===== src/rtl/stq_pkg.sv =====
// ----------------------------------------------------------------------------
// stq_pkg
// Shared types, sizes and codes for the sorted timer event queue.
// ----------------------------------------------------------------------------
package stq_pkg;

  localparam int DEPTH       = 16;
  localparam int HANDLE_BITS = 16;
  localparam int TIME_BITS   = 32;
  localparam int DELAY_BITS  = 24;

  localparam int PTR_W = (DEPTH > 1) ? $clog2(DEPTH) : 1;
  localparam int CNT_W = PTR_W + 1;

  localparam logic OP_SCHEDULE = 1'b0;
  localparam logic OP_TICK     = 1'b1;

  localparam logic [1:0] KIND_ACCEPTED = 2'd0;
  localparam logic [1:0] KIND_FULL     = 2'd1;
  localparam logic [1:0] KIND_EXPIRED  = 2'd2;

  typedef enum logic [2:0] {
    ST_IDLE,
    ST_INS_READ,
    ST_INS_CMP,
    ST_TK_READ,
    ST_TK_CMP,
    ST_EMIT
  } state_t;

  typedef struct packed {
    logic [TIME_BITS-1:0]   deadline;
    logic [HANDLE_BITS-1:0] handle;
  } entry_t;

  // physical slot of logical position idx in the ring that starts at head
  function automatic logic [PTR_W-1:0] ring_slot(logic [PTR_W-1:0] head,
                                                 logic [CNT_W-1:0] idx);
    logic [CNT_W-1:0] sum;
    sum = {1'b0, head} + idx;
    if (sum >= CNT_W'(DEPTH)) begin
      sum = sum - CNT_W'(DEPTH);
    end
    return sum[PTR_W-1:0];
  endfunction

endpackage


===== src/rtl/stq_time_cmp.sv =====
// ----------------------------------------------------------------------------
// stq_time_cmp
// Wrap-aware deadline compare shared by insertion and expiry walks.
// ----------------------------------------------------------------------------
module stq_time_cmp import stq_pkg::*; (
  input  logic [TIME_BITS-1:0] a,
  input  logic [TIME_BITS-1:0] b,
  output logic                 early
);

  logic [TIME_BITS-1:0] diff;

  // a is earlier than b when a - b has its top bit set
  assign diff  = a - b;
  assign early = diff[TIME_BITS-1];

endmodule


===== src/rtl/sorted_timer_event_queue.sv =====
// A schedule walks down from the tail, moving each later entry up a slot, and
// then writes the new one; on a full table it replies FULL without a walk. A
// tick advances time and pops every due entry from the head, holding one back
// so that the final reply carries last; out_ready stalls hold the walk.
// One request at a time: in_ready is high only while the sequencer is idle.
// Reset clears count, head, time and output valid; only occupied slots are read.
// ----------------------------------------------------------------------------
// sorted_timer_event_queue
// Deadline-sorted event ring with insertion walk and expiry walk.
// ----------------------------------------------------------------------------
module sorted_timer_event_queue import stq_pkg::*; (
  input  logic                   clk,
  input  logic                   rst,
  input  logic                   in_valid,
  output logic                   in_ready,
  input  logic                   op,
  input  logic [HANDLE_BITS-1:0] event_handle,
  input  logic [DELAY_BITS-1:0]  delay_ticks,
  output logic                   out_valid,
  input  logic                   out_ready,
  output logic [1:0]             kind,
  output logic [HANDLE_BITS-1:0] fired_handle,
  output logic                   last
);

  state_t state, state_next;

  logic [CNT_W-1:0]       count, count_next;
  logic [PTR_W-1:0]       head, head_next;
  logic [CNT_W-1:0]       idx, idx_next;
  logic [TIME_BITS-1:0]   cur_time, cur_time_next;
  logic [TIME_BITS-1:0]   new_deadline, new_deadline_next;
  logic                   pend_valid, pend_valid_next;
  logic [1:0]             pend_kind, pend_kind_next;
  logic [HANDLE_BITS-1:0] pend_handle, pend_handle_next;
  logic                   out_valid_next;
  logic [1:0]             kind_next;
  logic [HANDLE_BITS-1:0] fired_handle_next;
  logic                   last_next;

  entry_t           mem [DEPTH];
  entry_t           rd_entry;
  entry_t           mem_wdata;
  logic             mem_we, mem_re;
  logic [PTR_W-1:0] mem_waddr, mem_raddr;

  logic [TIME_BITS-1:0] cmp_a;
  logic                 early;
  logic                 out_free;

  assign out_free = !out_valid || out_ready;

  stq_time_cmp u_cmp (
    .a     (cmp_a),
    .b     (rd_entry.deadline),
    .early (early)
  );

  always_ff @(posedge clk) begin
    if (mem_we) begin
      mem[mem_waddr] <= mem_wdata;
    end
    if (mem_re) begin
      rd_entry <= mem[mem_raddr];
    end
  end

  always_ff @(posedge clk) begin
    if (rst) begin
      state      <= ST_IDLE;
      count      <= '0;
      head       <= '0;
      cur_time   <= '0;
      pend_valid <= 1'b0;
      out_valid  <= 1'b0;
    end else begin
      state      <= state_next;
      count      <= count_next;
      head       <= head_next;
      cur_time   <= cur_time_next;
      pend_valid <= pend_valid_next;
      out_valid  <= out_valid_next;
    end
  end

  always_ff @(posedge clk) begin
    idx          <= idx_next;
    new_deadline <= new_deadline_next;
    pend_kind    <= pend_kind_next;
    pend_handle  <= pend_handle_next;
    kind         <= kind_next;
    fired_handle <= fired_handle_next;
    last         <= last_next;
  end

  always_comb begin
    state_next        = state;
    count_next        = count;
    head_next         = head;
    idx_next          = idx;
    cur_time_next     = cur_time;
    new_deadline_next = new_deadline;
    pend_valid_next   = pend_valid;
    pend_kind_next    = pend_kind;
    pend_handle_next  = pend_handle;
    out_valid_next    = out_valid && !out_ready;
    kind_next         = kind;
    fired_handle_next = fired_handle;
    last_next         = last;
    mem_we            = 1'b0;
    mem_waddr         = ring_slot(head, idx);
    mem_wdata         = '{deadline: new_deadline, handle: pend_handle};
    mem_re            = 1'b0;
    mem_raddr         = head;
    cmp_a             = new_deadline;
    in_ready          = 1'b0;

    unique case (state)
      ST_IDLE: begin
        in_ready = 1'b1;
        if (in_valid) begin
          pend_handle_next = event_handle;
          if (op == OP_TICK) begin
            cur_time_next   = cur_time + TIME_BITS'(1);
            pend_valid_next = 1'b0;
            pend_kind_next  = KIND_EXPIRED;
            state_next      = ST_TK_READ;
          end else begin
            new_deadline_next = cur_time + TIME_BITS'(delay_ticks);
            idx_next          = count;
            if (count == CNT_W'(DEPTH)) begin
              pend_kind_next = KIND_FULL;
              state_next     = ST_EMIT;
            end else begin
              pend_kind_next = KIND_ACCEPTED;
              state_next     = ST_INS_READ;
            end
          end
        end
      end

      ST_INS_READ: begin
        if (idx == '0) begin
          mem_we     = 1'b1;
          count_next = count + CNT_W'(1);
          state_next = ST_EMIT;
        end else begin
          mem_re     = 1'b1;
          mem_raddr  = ring_slot(head, idx - CNT_W'(1));
          state_next = ST_INS_CMP;
        end
      end

      ST_INS_CMP: begin
        mem_we = 1'b1;
        if (early) begin
          // new entry is strictly earlier: move the older one up a slot
          mem_wdata  = rd_entry;
          idx_next   = idx - CNT_W'(1);
          state_next = ST_INS_READ;
        end else begin
          count_next = count + CNT_W'(1);
          state_next = ST_EMIT;
        end
      end

      ST_TK_READ: begin
        if (count == '0) begin
          state_next = pend_valid ? ST_EMIT : ST_IDLE;
        end else begin
          mem_re     = 1'b1;
          mem_raddr  = head;
          state_next = ST_TK_CMP;
        end
      end

      ST_TK_CMP: begin
        cmp_a = cur_time;
        if (!early) begin
          // head entry is due; the held one is not the last
          if (!pend_valid || out_free) begin
            if (pend_valid) begin
              out_valid_next    = 1'b1;
              kind_next         = KIND_EXPIRED;
              fired_handle_next = pend_handle;
              last_next         = 1'b0;
            end
            pend_handle_next = rd_entry.handle;
            pend_valid_next  = 1'b1;
            head_next        = ring_slot(head, CNT_W'(1));
            count_next       = count - CNT_W'(1);
            state_next       = ST_TK_READ;
          end
        end else begin
          state_next = pend_valid ? ST_EMIT : ST_IDLE;
        end
      end

      ST_EMIT: begin
        if (out_free) begin
          out_valid_next    = 1'b1;
          kind_next         = pend_kind;
          fired_handle_next = pend_handle;
          last_next         = 1'b1;
          pend_valid_next   = 1'b0;
          state_next        = ST_IDLE;
        end
      end

      default: begin
        state_next = ST_IDLE;
      end
    endcase
  end

`ifndef SYNTH
  a_count_bound: assert property (@(posedge clk) disable iff (rst)
    count <= CNT_W'(DEPTH))
    else $error("entry count above table depth");

  a_head_bound: assert property (@(posedge clk) disable iff (rst)
    {1'b0, head} < CNT_W'(DEPTH))
    else $error("ring head out of range");

  a_tick_advances: assert property (@(posedge clk) disable iff (rst)
    (in_valid && in_ready && op == OP_TICK) |=>
      cur_time == $past(cur_time) + TIME_BITS'(1))
    else $error("tick did not advance time");

  a_full_reject: assert property (@(posedge clk) disable iff (rst)
    (state == ST_EMIT && pend_kind == KIND_FULL) |-> count == CNT_W'(DEPTH))
    else $error("reject issued while table has room");

  a_insert_walk: assert property (@(posedge clk) disable iff (rst)
    (state == ST_INS_CMP) |-> (idx != '0 && count != CNT_W'(DEPTH)))
    else $error("insertion compare at invalid position");
`endif

endmodule

===== config.mk =====
export PLATFORM = sky130hd
export DESIGN_NAME = sorted_timer_event_queue
export DESIGN_NICKNAME = d
export VERILOG_FILES = /design/src/rtl/stq_pkg.sv /design/src/rtl/stq_time_cmp.sv /design/src/rtl/sorted_timer_event_queue.sv
export SDC_FILE = /design/constraint.sdc
export NUM_CORES = 1
export LEC_CHECK = 0
export ABC_AREA = 1
export BUFFER_PORTS_ARGS = -buffer_cell sky130_fd_sc_hd__buf_2
export CORE_MARGIN = 5
export CORE_UTILIZATION = 45
export CTS_CLUSTER_DIAMETER = 30
export DETAILED_ROUTE_END_ITERATION = 16
export PLACE_DENSITY = 0.71
export SLEW_MARGIN = 20
export SYNTH_ARGS = -nofsm -noshare
export SYNTH_HDL_FRONTEND = slang
export SYNTH_SLANG_ARGS = --single-unit

===== constraint.sdc =====
create_clock -name clk -period 11.8 [get_ports clk]
set_clock_uncertainty 0.15 [all_clocks]
set_input_delay 1.77 -clock clk [delete_from_list [all_inputs] [get_ports clk]]
set_output_delay 1.77 -clock clk [all_outputs]
set_load 0.03 [all_outputs]

# --- Word level (Yosys, flattened, before mapping) ---
# Memory sizes are Yosys's and may differ from the RTL's. A register that Yosys moved wholly into a read port is not among the register bits.
# Cells that the tools add are included.
totals:
  ff_bits: 120
  mem_bits_rw: 768
  out_inout_bits: 21
  elab_cells: 139
  mem_count: 1
memory_table:
  columns: ["memory", "words", "width", "rd", "rd_clocked_by_memory_dff", "wr", "line", "text"]
  rows:
  - ["mem", 16, 48, 1, 1, 1, "sorted_timer_event_queue.sv:41", "entry_t mem [DEPTH];"]
classes:
  addsub: 12
  n_lt_le_gt_ge: 3
  n_eq_ne: 17
  mux: 67
  bitwise: 2
  n_reduce_logical: 24
op_table:
  columns: ["cell", "count"]
  rows:
  - ["16-bit two-way mux", 7]
  - ["48-bit two-way mux", 2]
  - ["16-bit one-hot mux with 2 select lines", 2]
  - ["5-bit two-way mux", 7]
  - ["32-bit by 1-bit adder with 32-bit output, second input constant", 1]
  - ["32-bit by 24-bit adder with 32-bit output", 1]
  - ["32-bit two-way mux", 1]
  - ["32-bit subtractor", 1]
  - ["3-bit two-way mux", 10]
  - ["1-bit two-way mux", 20]
  - ["4-bit two-way mux", 5]
  - ["2-bit != test, second input constant", 9]
  - ["3-bit one-hot mux with 6 select lines", 1]
  - ["5-bit >= comparator, second input constant", 3]
  - ["5-bit one-hot mux with 3 select lines", 1]
  - ["3-bit AND reduction", 4]
  - ["4-bit by 1-bit subtractor with 4-bit output, second input constant", 3]
  - ["4-bit by 5-bit adder with 5-bit output", 2]
  - ["5-bit zero test", 2]
  - ["5-bit one-hot mux with 2 select lines", 1]
  - ["5-bit AND reduction", 2]
  - ["5-bit by 1-bit subtractor with 5-bit output, second input constant", 2]
  - ["2-bit two-way mux", 4]
  - ["1-bit one-hot mux with 2 select lines", 4]
  - ["other kinds (20)", 30]

# --- Longest topological paths before layout ---
# Gate-level depths: netlist of the first run.
logic_depth:
  depth_word: 6
  ltp_mapped: 25

# --- Cells and area by module ---
# From an unflattened synthesis of the first run, not the netlist that was laid out.
hier_totals:
  hier_cells: 4467
  area_unflattened_um2: 44031.0
by_module_without_submodules:
  columns: ["module", "n_inst", "cells_each", "area_per_inst_um2"]
  rows:
  - ["sorted_timer_event_queue", 1, 4311, 43133.9]
  - ["stq_time_cmp", 1, 156, 897.1]

# --- Worst setup path before layout of the first run ---
# OpenSTA, ideal clock, no wires.
synth_path:
  kind: "reg-to-reg"
  from: "register state[1]"
  to: "register pend_handle[0] (enable)"
  setup_time_ns: 0.409
  arrival_time_ns: 3.731
  required_time_ns: 11.241
  path_slack_ns: 7.509
  path_stages_with_launch: 20
  n_path_buf: 2
  path_cell_list: "dfxtp_1 nor2_4 nand2_2 clkbuf_1 clkbuf_1 nand2_1 o21ai_0 ha_1 nand2_1 inv_1 o21ai_0 a21oi_1 nand3b_1 a21oi_1 nand3_1 nand2_1 nand2_1 nand2_1 inv_1 nor3_1"
synth_between:
  elab_chain_len: 5
synth_rtl:
  columns: ["element", "line", "text"]
  rows:
  - ["from (decl)", "sorted_timer_event_queue.sv:26", "state_t state, state_next;"]
  - ["from (signal assigned)", "sorted_timer_event_queue.sv:77", "state <= state_next;"]
  - ["3-bit == test", "sorted_timer_event_queue.sv:118", "unique case (state)"]
  - ["32-bit two-way mux", "sorted_timer_event_queue.sv:118", null]
  - ["32-bit subtractor", "stq_time_cmp.sv:14", "assign diff = a - b;"]
  - ["2-bit != test (no line)", null, null]
  - ["4-bit AND reduction (no line) *", null, null]
  - ["to (signal assigned)", "sorted_timer_event_queue.sv:90", "pend_handle <= pend_handle_next;"]
  - ["to (decl)", "sorted_timer_event_queue.sv:35", "logic [HANDLE_BITS-1:0] pend_handle, pend_handle_next;"]
# Mark *: on every way between the ends. The rest lies on a longest branch, timed or not.
# A chain may end at the register's enable or synchronous reset.

==> results.yml, run 1 <==
clock_tree:
  post_cts_resize_count: 0
  ctsHoldBuffers: 0
  postCtsSetupRepairBufs: 0
  clockRootBuffer: "clkbuf_16"
  cts_tree: "done"
  cts_buffer_depth: 3
  cts.clk_slew.worst_paths_ns: 0.05
  htree_levels: 4
  numCtsBuffers: 139
  clk_latency_ns: 0.72
  cts.sinks: 936
cells_and_area:
  area_growth_pct: 16.8
  fin_area_um2: 45800
  fin_cells: 4573
  num_antenna_cells: 0
  fillCellCount: 6962
  layout_commonest_cell: "edfxtp_1"
  drive_above_1_share_pct: 12.5
  final_cell_mix: "edfxtp_1, nor2_1, o21ai_0"
  nets: 3420
timing:
  post-route-min-period_ns: 5.30
  finalSetupViolCount: 0
  tightest_slew_ns: 1.14
  setup_tns_ns: 0
  slew_violations: 0
  hold_viol: 0
  fin_ws_ns: 6.50
  fmax_mhz: 189
  fin_crit_sh_pct: 44.9
  holdWs_ns: 0.301
  rsz0062_at_grt: "false"
  slew_headroom_pct: 23.8
synth:
  ys_warn_count: 0
  yosysSeqAreaShare_pct: 70.5
  synth_cells: 3212
  synth_top_family_by_area: "compound AO/OA/AOI/OAI gates"
  synthArstFlopShare_pct: 0
  syn_avg_cell_area_um2: 12.2
  synth_compound_gate_area_share_pct: 13.7
  synth.area.top_cells: "edfxtp_1, o21ai_0, nor2_1"
  synthSimpleGateAreaFrac_pct: 8.98
  synth_area_leader_cell: "edfxtp_1"
  synth-edff-count: 890
  ys_seq_elements: 936
  post-synth-top-area-fraction_pct: 68.2
  synth_cell_type_count: 49
  synth_area_um2: 39200
  yosys_most_used_dff: "edfxtp_1"
  syn_nets: 3327
  synth_xor_xnor_area_share_pct: 1.01
  synth-adder-area-share_pct: 2.31
  synth.area.mux_share_pct: 0.0287
critical_path:
  arrival_ns: 5.53
  worst_ep_required_time_ns: 12.03
  crit_path_end_kind: "flip-flop"
  crit_fanout: 91
  start_kind: "flip-flop"
  critical-path-top-delay-family: "simple AND/OR/NAND/NOR gates"
  crit_chain: "nor2_4 > nand2_4 > inv_2 > nand2_1 > nand2_1 > ha_1 > nand2_1 > inv_1 > o21ai_0 > a21oi_1 > nand3b_1 > a21oi_1 > nand2_1 > nand2_1 > nand2_1 > nand2_4 > buf_4 > nand2_1 > o21ai_1"
  cp_slowest_cell: "buf_4"
  crit_start: "state[1]"
  crit_path_max_incr_delay_ns: 0.73
  cp_common_cell: "nand2_1"
  rr_startpoint: "state[1]"
  critical_path_class: "flip-flop to flip-flop"
  path_buf_inv: 3
worst_hold_path:
  hold_class: "flip-flop to flip-flop"
  min_from: "pend_handle[9]"
global_route:
  grt_pass1_wl_mm: 151
  grt_overflow: 0
  grt_max_degree: 146
  grt_usage_pct: 20.9
  first_global_vias: 25400
  antenna_found_initial: 0
power:
  power_frac_clock_pct: 39.5
  irDropWorstVdd_mv: 0.162
  powerDensity_nw_per_um2: 231
  combPwrFrac_pct: 20.5
  p_sw_share_pct: 29.8
  leakagePower_uw: 0.0158
  p_switching_uw: 3150
  pwr-share-seq_pct: 40.1
  p_int_uw: 7410
placed_design:
  dp_slack_ns: 6.37
  hpwlAfterDp_mm: 49.8
  port_buffers: 65
  placed_cells: 4319
  dpl_cell_area_um2: 41000
  gp_congestion: 0.840
detailed_routing:
  dr.pass1.iters: 5
  met1_length_mm: 37.5
  vias: 26300
  drtIter0Drc: 2945
  wl_met2_mm: 50.0
  drc: 0
  dr_wl_met3_mm: 8.34
  topRoutingLayerUsed: "met4"
  drt-total-wl_mm: 100
  wl_per_cell_um: 21.9
  ant_nets: 0
  vias_per_cell: 5.76
die:
  ios: 66
  die-area_um2: 93100
  start_util_pct: 45.3
  dieWidth_um: 305
  die_h_um: 305
  row_count: 108
  core_um2: 86600
job:
  drv_cap: 0
status:
  status: "complete, no violations"
==> per-stage QoR <==
| step | utilization [%] | power [uW] |
|---|---|---|
| finish | 52.9 | 10600 |
| global route | 52.9 | 11000 |
| CTS | 52.9 | 10600 |
| detailed placement | 47.3 | 6420 |
| global placement | 47.3 | 6370 |
| floorplan | - | 5680 |
==> path summary, 6_finish.rpt <==
check	endpoint	slack (ns)	depth (start not counted)
worst max register to register	mem[15][5]	6.50	19
worst max-delay path	mem[15][5]	6.50	19
worst min-delay path	fired_handle[9]	0.30	0
worst min register to register	fired_handle[9]	0.30	0
==> registers in the layout, summed over array words and instances (netlist names) <==
register / count
fired_handle: 16
head: 4
kind: 2
out_valid: 1
cur_time: 32
mem: 768
pend_valid: 1
last: 1
count: 5
new_deadline: 32
state: 3
pend_handle: 16
pend_kind: 2
rd_entry: 48
idx: 5
==> synthesized netlist by cell type (6+ instances only) <==
cell      instances
o22ai_1         140
o21ai_1         120
o211ai_1         45
a21oi_1          80
o21ai_0         493
buf_2            30
nor3_1           23
buf_4             9
nand3_1          41
xnor2_1          14
ha_1             66
inv_1           153
buf_1             7
xor2_1           31
inv_2             6
edfxtp_1        890
dfxtp_1          46
a31oi_1          10
o221ai_1         53
clkbuf_1        137
nand4_1           6
nor2_1          513
nand2_1         239
==> worst register-to-register path, cell delays in order, from the launching register on <==
cell and delay [ns]:
dfxtp_1 0.44, nor2_4 0.09, nand2_4 0.66, inv_2 0.39
nand2_1 0.17, nand2_1 0.07, ha_1 0.29, nand2_1 0.07
inv_1 0.05, o21ai_0 0.07, a21oi_1 0.08, nand3b_1 0.15
a21oi_1 0.23, nand2_1 0.11, nand2_1 0.08, nand2_1 0.11
nand2_4 0.40, buf_4 0.74, nand2_1 0.12, o21ai_1 0.53
==> power groups by stage <==
stage	registers, uW	clock network, uW	logic [uW]
floorplan	4270	0	1410
global placement	4290	0	2090
detailed placement	4290	0	2130
CTS	4230	4210	2140
global route	4240	4380	2380
finish	4230	4170	2160
==> kinds of logic (layout without fill, tap and decap cells) <==
family / after synthesis / in the layout
flops: 936 / 936
fa+ha+maj: 70 / 70
compound gates: 961 / 961
buf+inv: 345 / 551
simple gates: 854 / 854
mux: 1 / 1
xor+xnor: 45 / 45
==> layout make-up <==
cell class | count | area, um2 | share of cell area, %
sequential | 936 | 27600 | 60.4
multi-input combinational | 1931 | 10400 | 22.7
clock buffer | 163 | 3780 | 8.25
tap | 1155 | 1450 | 3.16
clock inverter | 91 | 1040 | 2.28
timing repair buffer | 135 | 867 | 1.89
inverter | 162 | 627 | 1.37
==> layer usage <==
layer | vias to the layer above | track usage, %
li1 | 12000 | -
met4 | 0 | 9.72
met2 | 1243 | 36.0
met5 | - | 0
met1 | 12800 | 26.1
met3 | 263 | 3.52
No activity file was read; power rests on OpenSTA's default activity.
==> run 2, diff against run 1 <==
PLACE_DENSITY = 0.74   (was 0.71)
clock period = 4.7 ns   (was 11.8 ns; I/O delays follow)
==> run 2 against run 1 <==
- sequential share of layout area barely moved
- fmax rose by 26%
- die area did not move
- critical endpoint is now mem[12][18]
- global-route usage rose by 0.23 points
==> results.yml, run 2 (synthesized netlist as in run 1, its figures left out) <==
cells_and_area:
  largest_register_ffs: 768
  drive_above_1_share_pct: 12.1
  num_antenna_cells: 0
  top_register: "mem"
  layout_commonest_cell: "edfxtp_1"
  final_cell_mix: "edfxtp_1, nor2_1, o21ai_0"
  area_growth_pct: 16.8
  largestRegisters: "mem (768), rd_entry (48)"
  nets: 3415
clock_tree:
  post_cts_resize_count: 0
  cts.sinks: 936
  htree_levels: 4
  cts_buffer_depth: 3
  clockRootBuffer: "clkbuf_16"
  cts_tree: "done"
  cts.clk_slew.worst_paths_ns: 0.06
  ctsHoldBuffers: 0
  numCtsBuffers: 136
  clk_latency_ns: 0.72
  postCtsSetupRepairBufs: 0
detailed_routing:
  vias: 26900
  drt-total-wl_mm: 101
  vias_per_cell: 5.89
  dr_wl_met3_mm: 9.07
  ant_nets: 0
  drc: 0
  drtIter0Drc: 3089
  dr.pass1.iters: 6
  wl_met2_mm: 49.8
  met1_length_mm: 37.8
  topRoutingLayerUsed: "met4"
  wl_per_cell_um: 22.2
timing:
  post-route-min-period_ns: 4.19
  slew_headroom_pct: 21.7
  setup_tns_ns: 0
  finalSetupViolCount: 0
  hold_viol: 0
  fin_ws_ns: 0.507
  slew_violations: 0
  fin_crit_sh_pct: 89.2
  tightest_slew_ns: 1.17
  holdWs_ns: 0.125
  rsz0062_at_grt: "false"
  fmax_mhz: 238
power:
  pwr-share-seq_pct: 40.4
  p_switching_uw: 7980
  leakagePower_uw: 0.0158
  power_frac_clock_pct: 38.6
  p_sw_share_pct: 30.3
  powerDensity_nw_per_um2: 574
  p_int_uw: 18300
  combPwrFrac_pct: 21.0
  irDropWorstVdd_mv: 0.365
  power_uw: 26300
job:
  drv_cap: 0
placed_design:
  dp_slack_ns: 0.550
  hpwlAfterDp_mm: 51.7
  gp_congestion: 0.827
  port_buffers: 65
critical_path:
  crit_fanout: 62
  critical_path_class: "flip-flop to flip-flop"
  r2r_cells: 17
  rrSetupSlack_ns: 0.51
  arrival_ns: 4.40
  worst_setup_path_endpoint: "mem[12][18]"
  rr_startpoint: "state[1]"
  worst_ep_required_time_ns: 4.91
  start_kind: "flip-flop"
  crit_path_end_kind: "flip-flop"
  timing.rr.end: "mem[12][18]"
  crit_start: "state[1]"
die:
  die-area_um2: 93100
  ios: 66
  row_count: 108
  start_util_pct: 45.3
  dieWidth_um: 305
  core_um2: 86600
  die_h_um: 305
global_route:
  first_global_vias: 26200
  grt_usage_pct: 21.2
  grt_overflow: 0
  grt_max_degree: 247
  grt_pass1_wl_mm: 154
  antenna_found_initial: 0
worst_hold_path:
  hold_class: "input pin to flip-flop"
status:
  status: "complete, no violations"
==> run 2: power by group through the flow <==
stage,combinational (uW),clock (uW),sequential (uW)
detailed placement,5380,0,10800
global route,6030,10700,10700
CTS,5450,10300,10600
finish,5520,10200,10600
floorplan,3540,0,10700
global placement,5220,0,10800
==> run 2: per-stage QoR <==
| stage | cells | cell area (um2) | util, % |
|---|---|---|---|
| after floorplan | 3212 | 39200 | - |
| final | 4565 | 45800 | 52.9 |
| after CTS | 4565 | 45800 | 52.9 |
| after detailed placement | 4317 | 41200 | 47.6 |
| after global routing | 4565 | 45800 | 52.9 |
| after global placement | 4317 | 41200 | 47.6 |
==> run 2: per-layer routing <==
layer	global-route usage, %	vias up
li1	-	12000
met1	26.8	13100
met2	35.7	1461
met3	3.79	302
met4	9.94	0
met5	0	-
==> run 2: worst max-delay path, cell delays in order, from the launching register on <==
cell and delay, ns:
dfxtp_1 0.36, nor2_4 0.20, nand2_4 0.24, inv_2 0.37
nand2_1 0.11, nand2_1 0.08, ha_1 0.25, nand2_1 0.08
inv_1 0.05, o21ai_0 0.06, a21oi_1 0.07, nand3b_1 0.16
a21oi_1 0.25, nand3_1 0.14, nand2_1 0.14, nand2_4 0.08
buf_12 0.23, o21ai_1 0.78
==> run 2: how the worst min path moves through the flow <==
stage / start / endpoint / slack (ns) / cells after the start
global route: event_handle[11] / pend_handle[11] / 0.11 / 3
detailed placement: pend_handle[11] / fired_handle[11] / 0.28 / 0
global placement: pend_handle[7] / fired_handle[7] / 0.29 / 0
CTS: event_handle[8] / pend_handle[8] / 0.08 / 3
floorplan: pend_handle[0] / fired_handle[0] / 0.28 / 0
finish: event_handle[7] / pend_handle[7] / 0.13 / 3
==> run 2: layout make-up <==
class | instances | area, um2
Timing Repair Buffer | 133 | 1100
Tap cell | 1155 | 1450
Sequential cell | 936 | 27600
Inverter | 162 | 627
Clock inverter | 96 | 1070
Multi-Input combinational cell | 1931 | 10400
Clock buffer | 152 | 3550
Fill cell | 6788 | 40800
